$ cat src/rtl/a429fp_pkg.sv
// ----------------------------------------------------------------------------
// a429fp_pkg
// Shared types and constants for the ARINC 429 field packer: the word
// payloads, request type codes, controller states and controller commands.
// ----------------------------------------------------------------------------
package a429fp_pkg;

  // Word and field geometry.
  localparam int unsigned WordBits    = 32;
  localparam int unsigned DivBits     = 16;
  localparam int unsigned BcdDigits   = 8;
  localparam int unsigned DigitBits   = 4;
  localparam int unsigned BnrSignBit  = 28;
  localparam int unsigned SsmLowBit   = 29;
  localparam int unsigned SsmHighBit  = 30;

  // Request type codes carried in req_type.
  localparam logic [2:0] REQ_BITFIELD  = 3'd0;
  localparam logic [2:0] REQ_BOOLEAN   = 3'd1;
  localparam logic [2:0] REQ_BNR_S     = 3'd2;
  localparam logic [2:0] REQ_BNR_U     = 3'd3;
  localparam logic [2:0] REQ_BCD       = 3'd4;
  localparam logic [2:0] REQ_VALIDITY  = 3'd5;

  // Input word.
  typedef struct packed {
    logic        [2:0]  req_type;
    logic        [31:0] old_word;
    logic signed [31:0] param_value;
    logic        [5:0]  field_size;
    logic        [4:0]  field_offset;
    logic        [15:0] lsb_divisor;
  } fp_in_t;

  // Result word.
  typedef struct packed {
    logic [31:0] new_word;
    logic        divide_error;
  } fp_out_t;

  // Controller states.
  typedef enum logic [1:0] {
    ST_IDLE,
    ST_RUN,
    ST_WRITE
  } fp_state_e;

  // Commands from the controller to the datapath.
  typedef struct packed {
    logic load;
    logic step;
    logic emit;
  } fp_cmd_t;

  // Status from the datapath to the controller.
  typedef struct packed {
    logic needs_div;
    logic last_step;
  } fp_status_t;

endpackage

$ cat src/rtl/a429fp_ctrl.sv
// ----------------------------------------------------------------------------
// a429fp_ctrl
// Controller for the field packer: accepts a word, sequences the divider
// steps and hands the finished word to the output register.
// ----------------------------------------------------------------------------
module a429fp_ctrl import a429fp_pkg::*; (
  input  logic       clk_i,
  input  logic       rst_ni,
  input  logic       in_valid_i,
  output logic       in_stall_o,
  output logic       out_valid_o,
  input  logic       out_stall_i,
  input  fp_status_t status_i,
  output fp_cmd_t    cmd_o
);

  fp_state_e state_q, state_d;
  logic      out_valid_q, out_valid_d;
  logic      out_free;

  // State and output valid registers.
  always_ff @(posedge clk_i or negedge rst_ni) begin
    if (!rst_ni) begin
      state_q     <= ST_IDLE;
      out_valid_q <= 1'b0;
    end else begin
      state_q     <= state_d;
      out_valid_q <= out_valid_d;
    end
  end

  // The output register can take a new word when it is empty or being read.
  assign out_free = !out_valid_q || !out_stall_i;

  // Next state and commands.
  always_comb begin
    state_d = state_q;
    cmd_o   = '0;
    unique case (state_q)
      ST_IDLE: begin
        if (in_valid_i) begin
          cmd_o.load = 1'b1;
          state_d    = ST_RUN;
        end
      end
      ST_RUN: begin
        cmd_o.step = 1'b1;
        if (!status_i.needs_div || status_i.last_step) begin
          state_d = ST_WRITE;
        end
      end
      ST_WRITE: begin
        if (out_free) begin
          cmd_o.emit = 1'b1;
          state_d    = ST_IDLE;
        end
      end
      default: begin
        state_d = ST_IDLE;
      end
    endcase
  end

  // A new word stays valid until it is taken.
  assign out_valid_d = cmd_o.emit | (out_valid_q & out_stall_i);

  assign in_stall_o  = (state_q != ST_IDLE);
  assign out_valid_o = out_valid_q;

endmodule

$ cat src/rtl/a429fp_datapath.sv
// ----------------------------------------------------------------------------
// a429fp_datapath
// Datapath for the field packer: the captured word, a radix-2 restoring
// divider that feeds a double-dabble BCD converter, and the field insertion.
// ----------------------------------------------------------------------------
module a429fp_datapath import a429fp_pkg::*; (
  input  logic        clk_i,
  input  logic        rst_ni,
  input  fp_in_t      in_data_i,
  input  logic        cfg_we_i,
  input  logic [31:0] cfg_data_i,
  input  fp_cmd_t     cmd_i,
  output fp_status_t  status_o,
  output fp_out_t     out_data_o
);

  logic [31:0] normal_op_code_q;
  fp_in_t      item_q;
  logic [15:0] rem_q, rem_d;
  logic [31:0] num_q, num_d;
  logic [31:0] quo_q, quo_d;
  logic [31:0] bcd_q, bcd_d;
  logic [4:0]  cnt_q;
  fp_out_t     out_q, out_d;

  logic        in_neg;
  logic [31:0] in_mag;
  logic [16:0] rem_sh;
  logic [16:0] trial;
  logic        qbit;
  logic [31:0] bcd_adj;
  logic        div_mode;
  logic        div_zero;

  // Configuration register.
  always_ff @(posedge clk_i or negedge rst_ni) begin
    if (!rst_ni) begin
      normal_op_code_q <= '0;
    end else if (cfg_we_i) begin
      normal_op_code_q <= cfg_data_i;
    end
  end

  // Magnitude of the incoming value; the most negative value maps to 2^31.
  assign in_neg = in_data_i.param_value[31];
  assign in_mag = in_neg ? (~in_data_i.param_value + 32'd1) : in_data_i.param_value;

  // One restoring divide step: shift in the next dividend bit and subtract.
  assign rem_sh = {rem_q, num_q[31]};
  assign trial  = rem_sh - {1'b0, item_q.lsb_divisor};
  assign qbit   = (rem_sh >= {1'b0, item_q.lsb_divisor});
  assign rem_d  = qbit ? trial[15:0] : rem_sh[15:0];
  assign num_d  = {num_q[30:0], 1'b0};
  assign quo_d  = {quo_q[30:0], qbit};

  // Double dabble on the quotient bits as they appear, most significant
  // first. Only the low eight decimal digits are kept.
  always_comb begin
    for (int i = 0; i < BcdDigits; i++) begin
      if (bcd_q[i*DigitBits +: DigitBits] >= 4'd5) begin
        bcd_adj[i*DigitBits +: DigitBits] = bcd_q[i*DigitBits +: DigitBits] + 4'd3;
      end else begin
        bcd_adj[i*DigitBits +: DigitBits] = bcd_q[i*DigitBits +: DigitBits];
      end
    end
  end
  assign bcd_d = {bcd_adj[30:0], qbit};

  // Captured word and divider registers.
  always_ff @(posedge clk_i) begin
    if (cmd_i.load) begin
      item_q <= in_data_i;
      num_q  <= in_mag;
      rem_q  <= '0;
      quo_q  <= '0;
      bcd_q  <= '0;
    end else if (cmd_i.step) begin
      num_q  <= num_d;
      rem_q  <= rem_d;
      quo_q  <= quo_d;
      bcd_q  <= bcd_d;
    end
  end

  // Step counter.
  always_ff @(posedge clk_i or negedge rst_ni) begin
    if (!rst_ni) begin
      cnt_q <= '0;
    end else if (cmd_i.load) begin
      cnt_q <= '0;
    end else if (cmd_i.step) begin
      cnt_q <= cnt_q + 5'd1;
    end
  end

  // Status towards the controller.
  assign div_mode = (item_q.req_type == REQ_BNR_S) || (item_q.req_type == REQ_BNR_U) ||
                    (item_q.req_type == REQ_BCD);
  assign div_zero = (item_q.lsb_divisor == '0);
  assign status_o.needs_div = div_mode && !div_zero;
  assign status_o.last_step = (cnt_q == 5'd31);

  // Field insertion for the finished word.
  always_comb begin
    logic [5:0]  size_c;
    logic [31:0] ones_c;
    logic [31:0] mask_sh;
    logic [31:0] mask_plain;
    logic [31:0] raw;
    logic [31:0] word;
    logic [31:0] quo_s;
    logic [31:0] valid_bit;
    logic [31:0] bool_mask;
    logic        neg;

    size_c     = (item_q.field_size > 6'd32) ? 6'd32 : item_q.field_size;
    ones_c     = size_c[5] ? '1 : ((32'd1 << size_c[4:0]) - 32'd1);
    mask_sh    = ones_c << item_q.field_offset;
    mask_plain = size_c[5] ? '1 : mask_sh;
    raw        = item_q.param_value;
    word       = item_q.old_word;
    neg        = raw[31];
    quo_s      = neg ? (~quo_q + 32'd1) : quo_q;
    valid_bit  = {31'd0, (raw == normal_op_code_q)};
    bool_mask  = 32'd1 << item_q.field_offset;

    out_d.divide_error = div_mode && div_zero;
    out_d.new_word     = word;

    unique case (item_q.req_type)
      REQ_BITFIELD: begin
        out_d.new_word = (word & ~mask_plain) | ((raw << item_q.field_offset) & mask_plain);
      end
      REQ_BOOLEAN: begin
        out_d.new_word = (word & ~bool_mask) | ({31'd0, raw[0]} << item_q.field_offset);
      end
      REQ_BNR_S, REQ_BNR_U: begin
        if (!div_zero) begin
          out_d.new_word = (word & ~mask_sh) | ((quo_s << item_q.field_offset) & mask_sh);
          if (item_q.req_type == REQ_BNR_S) begin
            out_d.new_word[BnrSignBit] = neg;
          end
        end
      end
      REQ_BCD: begin
        if (!div_zero) begin
          out_d.new_word = (word & ~mask_sh) | ((bcd_q << item_q.field_offset) & mask_sh);
          out_d.new_word[SsmLowBit]  = neg;
          out_d.new_word[SsmHighBit] = neg;
        end
      end
      REQ_VALIDITY: begin
        out_d.new_word = (word & ~mask_plain) |
                         ((valid_bit << item_q.field_offset) & mask_plain);
      end
      default: begin
        out_d.new_word = word;
      end
    endcase
  end

  // Output register.
  always_ff @(posedge clk_i) begin
    if (cmd_i.emit) begin
      out_q <= out_d;
    end
  end

  assign out_data_o = out_q;

endmodule

$ cat src/rtl/a429_field_packer.sv
// In BNR and BCD modes with a non-zero divisor each word runs through the
// 32 single-bit steps of the shared restoring divider; in all other cases
// the divide is skipped. No new word is taken until the finished word is
// handed to the output register, which waits while a stalled result is held.
// Reset clears the controller, the output valid and normal_op_code to zero.
// ----------------------------------------------------------------------------
// a429_field_packer
// Inserts one parameter field (bitfield, boolean, BNR, BCD or validity) into
// a 32-bit ARINC 429 message word.
// ----------------------------------------------------------------------------
module a429_field_packer import a429fp_pkg::*; (
  input  logic        clk_i,
  input  logic        rst_ni,
  input  logic        in_valid_i,
  output logic        in_stall_o,
  input  fp_in_t      in_data_i,
  output logic        out_valid_o,
  input  logic        out_stall_i,
  output fp_out_t     out_data_o,
  input  logic        cfg_we_i,
  input  logic [31:0] cfg_data_i
);

  fp_cmd_t    cmd;
  fp_status_t status;

  // Sequencing.
  a429fp_ctrl u_ctrl (
    .clk_i       (clk_i),
    .rst_ni      (rst_ni),
    .in_valid_i  (in_valid_i),
    .in_stall_o  (in_stall_o),
    .out_valid_o (out_valid_o),
    .out_stall_i (out_stall_i),
    .status_i    (status),
    .cmd_o       (cmd)
  );

  // Divider, BCD conversion and field insertion.
  a429fp_datapath u_datapath (
    .clk_i      (clk_i),
    .rst_ni     (rst_ni),
    .in_data_i  (in_data_i),
    .cfg_we_i   (cfg_we_i),
    .cfg_data_i (cfg_data_i),
    .cmd_i      (cmd),
    .status_o   (status),
    .out_data_o (out_data_o)
  );

endmodule

$ cat config.mk
export PLATFORM = sky130hd
export DESIGN_NAME = a429_field_packer
export DESIGN_NICKNAME = d
export VERILOG_FILES = /design/src/rtl/a429fp_pkg.sv /design/src/rtl/a429fp_ctrl.sv /design/src/rtl/a429fp_datapath.sv /design/src/rtl/a429_field_packer.sv
export SDC_FILE = /design/constraint.sdc
export NUM_CORES = 1
export LEC_CHECK = 0
export BUFFER_PORTS_ARGS = -buffer_cell sky130_fd_sc_hd__buf_2
export CAP_MARGIN = 10
export CORE_ASPECT_RATIO = 0.8
export CORE_UTILIZATION = 54
export CTS_BUF_LIST = sky130_fd_sc_hd__clkbuf_8
export CTS_CLUSTER_DIAMETER = 50
export CTS_CLUSTER_SIZE = 25
export DETAILED_ROUTE_END_ITERATION = 6
export PLACE_DENSITY = 0.84
export SYNTH_ARGS = -nofsm -noshare
export SYNTH_HDL_FRONTEND = slang
export SYNTH_HIERARCHICAL = 1
export SYNTH_SLANG_ARGS = --single-unit
$ cat constraint.sdc
create_clock -name clk_i -period 9.29 [get_ports clk_i]
set_clock_uncertainty 0.2 [all_clocks]
set_input_delay 1.858 -clock clk_i [delete_from_list [all_inputs] [get_ports clk_i]]
set_output_delay 1.858 -clock clk_i [all_outputs]
set_load 0.005 [all_outputs]
After elaboration in Yosys (flattened, before gate mapping)

Cells that the tools add are included.

Shift-type cells: 8
$mul: 0
Div/mod/pow operators: 0
Eq/ne operators: 12
Reduce and logical (&&, ||, !) cells: 17
$lt $le $gt $ge: 10
Add/subtract/negate cells: 13
Bitwise operators: 19
Mux-type cells: 31

Operators with widths:

| operator                | count |
|---|---|
| $mux W32                | 8 |
| $and A32 B32 Y32        | 7 |
| $not A32 Y32            | 5 |
| $or A32 B32 Y32         | 5 |
| $pmux W32 S5            | 1 |
| $shl A32 B5 Y32         | 4 |
| $add A32 B1 Y32 const B | 2 |
| $shl A1 B5 Y32          | 2 |
| $shl A1 B5 Y32 const A  | 2 |
| $eq A32 B32 Y1          | 1 |
| $ge A4 B3 Y1 const B    | 8 |
| $sub A32 B1 Y32 const B | 1 |
| $add A4 B2 Y4 const B   | 7 |
| $mux W4                 | 7 |
| $ge A17 B16 Y1          | 1 |
| $logic_not A16 Y1       | 1 |
| $mux W16                | 1 |
| $sub A16 B16 Y16        | 1 |
| $mux W5                 | 2 |
| $eq A3 B2 Y1 const B    | 2 |
| $eq A3 B3 Y1 const B    | 2 |
| $gt A6 B6 Y1 const B    | 1 |
| $mux W1                 | 6 |
| $mux W2                 | 3 |
| 21 further kinds        | 30 |

Input port bits: 131
Logic and storage cells: 126
Output and inout bits: 35
Bits in latches: 0
Memories kept: 0
ROM bits: 0
Memory bits (writable): 0
Bits in registers: 279

Logic depth before layout (Yosys ltp)

Depth after elaboration: 12
Mapped depth: 19
Gate-level depth less buffers: 14

Hierarchy

The synthesis kept the hierarchy.

Modules (own cells, without submodules):

| module          | sequential area each (um^2) | instances | area each (um^2) | cells an instance |
|---|---|---|---|---|
| a429fp_datapath | 7282.0                      | 1         | 22555.4          | 2657 |
| a429fp_ctrl     | 75.1                        | 1         | 161.4            | 15 |

Worst setup path after synthesis

Ideal clock, no wire load.

Kind: input-to-reg
From: in in_valid_i
To: reg u_datapath.num_q[0], enable pin
Slack: 2.056 ns
Setup time: 0.387 ns
Arrival time: 6.647 ns
Buffers on the path: 1
Required time: 8.703 ns
Stages: 4
Cells stage by stage: nor3b_2 > clkbuf_1 > nor2_1 > inv_1

Cells in the longest elaborated chain, start to end: 3

Ends and longest elaborated chain:

| element                      | line                    | text |
|---|---|---|
| start: declaration           | a429_field_packer.sv:14 | `input logic in_valid_i,` |
| $mux W1                      | a429fp_ctrl.sv:41       | `if (in_valid_i) begin` |
| $mux W1                      | a429fp_ctrl.sv:39       | `unique case (state_q)` |
| $reduce_bool A2 Y1 (no line) | n/a                     |  |
| end signal: assignment       | a429fp_datapath.sv:73   | `num_q <= in_mag;` |
| end signal: assignment       | a429fp_datapath.sv:78   | `num_q <= num_d;` |
| end: declaration             | a429fp_datapath.sv:20   | `logic [31:0] num_q, num_d;` |

No other way between the ends.
A chain may end at the register's enable or synchronous reset.

==> metrics.yaml <==
run_status:
  run_status: "complete, no violations"
die:
  die_w_um: 231
  die_h_um: 185
  start_util_pct: 55.4
  core_mm2: 0.0410
  io_pins: 166
  fp.dieArea_mm2: 0.0429
  std_cell_rows: 66
place:
  place_congestion: 1.05
  hpwlAfterDp_mm: 64.6
  io_buffer_count: 165
  place_area_mm2: 0.0236
cells_and_area:
  regArea_mm2: 0.00736
  layout-drive-gt1-share_pct: 15.3
  multi_input_area_mm2: 0.0141
  finalNetCount: 2866
  fillers: 3609
  syn2layout_area_growth_pct: 6.74
  final_cell_area_mm2: 0.0242
logic_synthesis:
  synthFlopType: "edfxtp_1"
  synth_warnings: 6
  synthTopCellsByCount: "304 x nor2_1, 240 x nand2_1, 212 x a21oi_1, 168 x o21ai_0, 159 x edfxtp_1"
  yosysUniqueCellTypes: 102
  ys_top_cells_by_area: "edfxtp_1 21%, dfxtp_1 7.0%, mux2i_1 6.4%, nor2_1 5.0%, a21oi_1 4.7%"
  synth_top_cell_area_share_pct: 21.0
  synth_cells: 2672
  ys_ff_latch: 278
  syn_area_per_cell_um2: 8.50
  synth.most_common_cell: "nor2_1"
  syn-cell-area_mm2: 0.0227
  yosysSeqAreaShare_pct: 32.4
  synth_top_area_cell: "edfxtp_1"
  synthArstFlopShare_pct: 14.4
  synth_edf_count: 159
  syn_nets: 2841
critical_path:
  startpoint_type: "register"
  cp_max_fo: 43
  cp-end-kind: "register"
  r2r_start: "u_datapath/item_q[24]$_DFFE_PP_"
  worstSetupPathType: "register to register"
  cp.arrival_ns: 5.96
  worstSetupStartpoint: "u_datapath/item_q[24]$_DFFE_PP_"
  required_ns: 9.59
clocking:
  hold_buffers: 0
  path_clk_slew_ns: 0.11
  numCtsBuffers: 29
  cts_root_buffer: "clkbuf_8"
  clock_latency_ns: 0.70
  htree_num_levels: 1
  cts_resized: 0
  clock_sinks: 278
  cts_setup_buffers: 0
  cts_tree: "yes"
  cts_buffer_depth: 3
timing:
  finalCriticalPeriod_ns: 5.66
  setup_viol: 0
  finalCritPeriodShare_pct: 60.9
  fmax_mhz: 177
  rsz0062_at_grt: "false"
  slew_headroom_pct: 15.5
  tns_ns: 0
  worst_pin_slew_ns: 1.27
  maxSlewViolCount: 0
  finalHoldViolCount: 0
global_routing:
  antenna_found_initial: 4
  grt_max_degree: 105
  grt-ovfl-total: 0
  first_global_vias: 20800
  grt_pass1_wl_mm: 131
  grt_use_total_pct: 40.2
power_and_ir_drop:
  combPwrFrac_pct: 57.6
  switching_share_pct: 50.2
  pwr-share-seq_pct: 28.7
  p_switching_w: 0.00339
  power.density_mw_per_mm2: 279
  power.leakage_nw: 9.22
  intPower_w: 0.00337
  pwr-share-clk_pct: 13.7
  ir_worst_vdd_v: 0.000173
drt:
  vias: 22900
  drtIter0Drc: 3684
  drt-total-wl_mm: 88.2
  firstDrtPassIters: 6
  ant_nets: 0
  avgViaCountPerCell: 7.00
  wl_per_cell_um: 27.0
  drc_errors: 0
run:
  maxCapViolations: 0
min_path:
  hold_path_class: "register to register"
  min-delay-start: "u_datapath/rem_q[15]$_SDFFE_PP0P_"
[critical path, cell delays in order (launching register included)]
cell and delay, ns:
edfxtp_1 0.36, buf_4 0.26, nor4_1 0.90, nand3b_1 0.19, ha_1 0.41, nor4_1 0.67
o2bb2ai_1 0.23, a211o_1 0.19, o21ai_0 0.14, a222oi_1 0.81, o21a_1 0.21, mux2i_1 0.11
a221oi_1 0.45, a211oi_1 0.09, a211oi_1 0.27
[power groups by stage]
| stage | sequential [W] | clock [W] | combinational (W) |
|---|---|---|---|
| global route | 0.00196 | 0.000982 | 0.00413 |
| global placement | 0.00195 | 0 | 0.00365 |
| floorplan | 0.00186 | 0 | 0.00266 |
| detailed placement | 0.00196 | 0 | 0.00372 |
| finish | 0.00194 | 0.000926 | 0.00390 |
| CTS | 0.00193 | 0.000941 | 0.00374 |
[state kept, by name, indices dropped and copies added, names as in the netlist]
name                         cells
u_datapath/item_q               94
u_datapath/out_data_o           33
u_datapath/normal_op_code_q     32
u_datapath/num_q                32
u_datapath/quo_q                32
u_datapath/bcd_q                31
u_datapath/rem_q                16
u_datapath/cnt_q                 5
u_ctrl/state_q                   2
u_ctrl/out_valid_o               1
[metrics by stage]
step	hold WS (ns)	utilization (%)	std cells	setup slack, ns	total power (W)
floorplan	0.226	-	2672	2.06	0.00452
finish	0.282	59.1	3264	3.63	0.00676
global placement	0.247	57.4	3210	3.87	0.00560
detailed placement	0.256	57.4	3210	3.82	0.00568
global route	0.304	59.1	3263	3.26	0.00707
CTS	0.281	59.1	3263	3.80	0.00662
[worst paths after layout]
path	end	slack [ns]	cells past startpoint
worst max register to register	u_datapath/out_data_o[32]$_DFFE_PP_	3.63	14
worst max-delay path	u_datapath/out_data_o[32]$_DFFE_PP_	3.63	14
worst min register to register	u_datapath/rem_q[15]$_SDFFE_PP0P_	0.28	2
max in group asynchronous	u_datapath/normal_op_code_q[13]$_DFFE_PN0P_	7.25	1
worst min-delay path	u_datapath/rem_q[15]$_SDFFE_PP0P_	0.28	2
min in group asynchronous	u_datapath/cnt_q[0]$_DFFE_PN0P_	1.07	1
[cell usage in the layout (no fill, tap or decap), drive strengths merged, types with 29 or more instances in the layout]
cell type	netlist	routed
a211oi	51	51
a21oi	212	212
a31oi	29	29
buf	62	217
clkbuf	160	29
dfrtp	40	40
dfxtp	79	79
edfxtp	159	159
ha	37	37
inv	58	72
mux2	59	59
mux2i	146	146
mux4	32	32
nand2	240	240
nand2b	32	32
nand3	80	80
nor2	305	305
nor3	56	56
nor4	33	33
o211ai	29	29
o21ai	172	172
o22ai	38	38
o31ai	47	47
xnor2	38	38
xor2	87	87
[cells by family after synthesis]
kind of cell	share of synthesized area, %
AO/OA/AOI/OAI	23.3
XOR/XNOR	4.82
adder cells (fa/ha/maj)	2.13
buffers and inverters	5.75
flip-flops	32.4
multiplexers	12.6
AND/OR/NAND/NOR	19.1
[metal layers]
layer | part of all wire (%) | GRT usage (%) | up-vias
met4 | 3.9 | 14.6 | 6
met2 | 43 | 60.6 | 1596
met5 | 0.045 | 0 | -
met1 | 41 | 55.5 | 11000
met3 | 12 | 10.2 | 225
li1 | - | - | 10100
[cell type report]
cell class,count,share of cell area (%)
clock inverters,24,1.14
inverters,59,0.919
repair buffers,217,5.02
flip-flops and latches,278,30.3
diodes,1,0.0103
well taps,544,2.81
clock buffers,29,1.65
multi-input cells,2112,58.1
No activity file was read; power rests on OpenSTA's default activity.
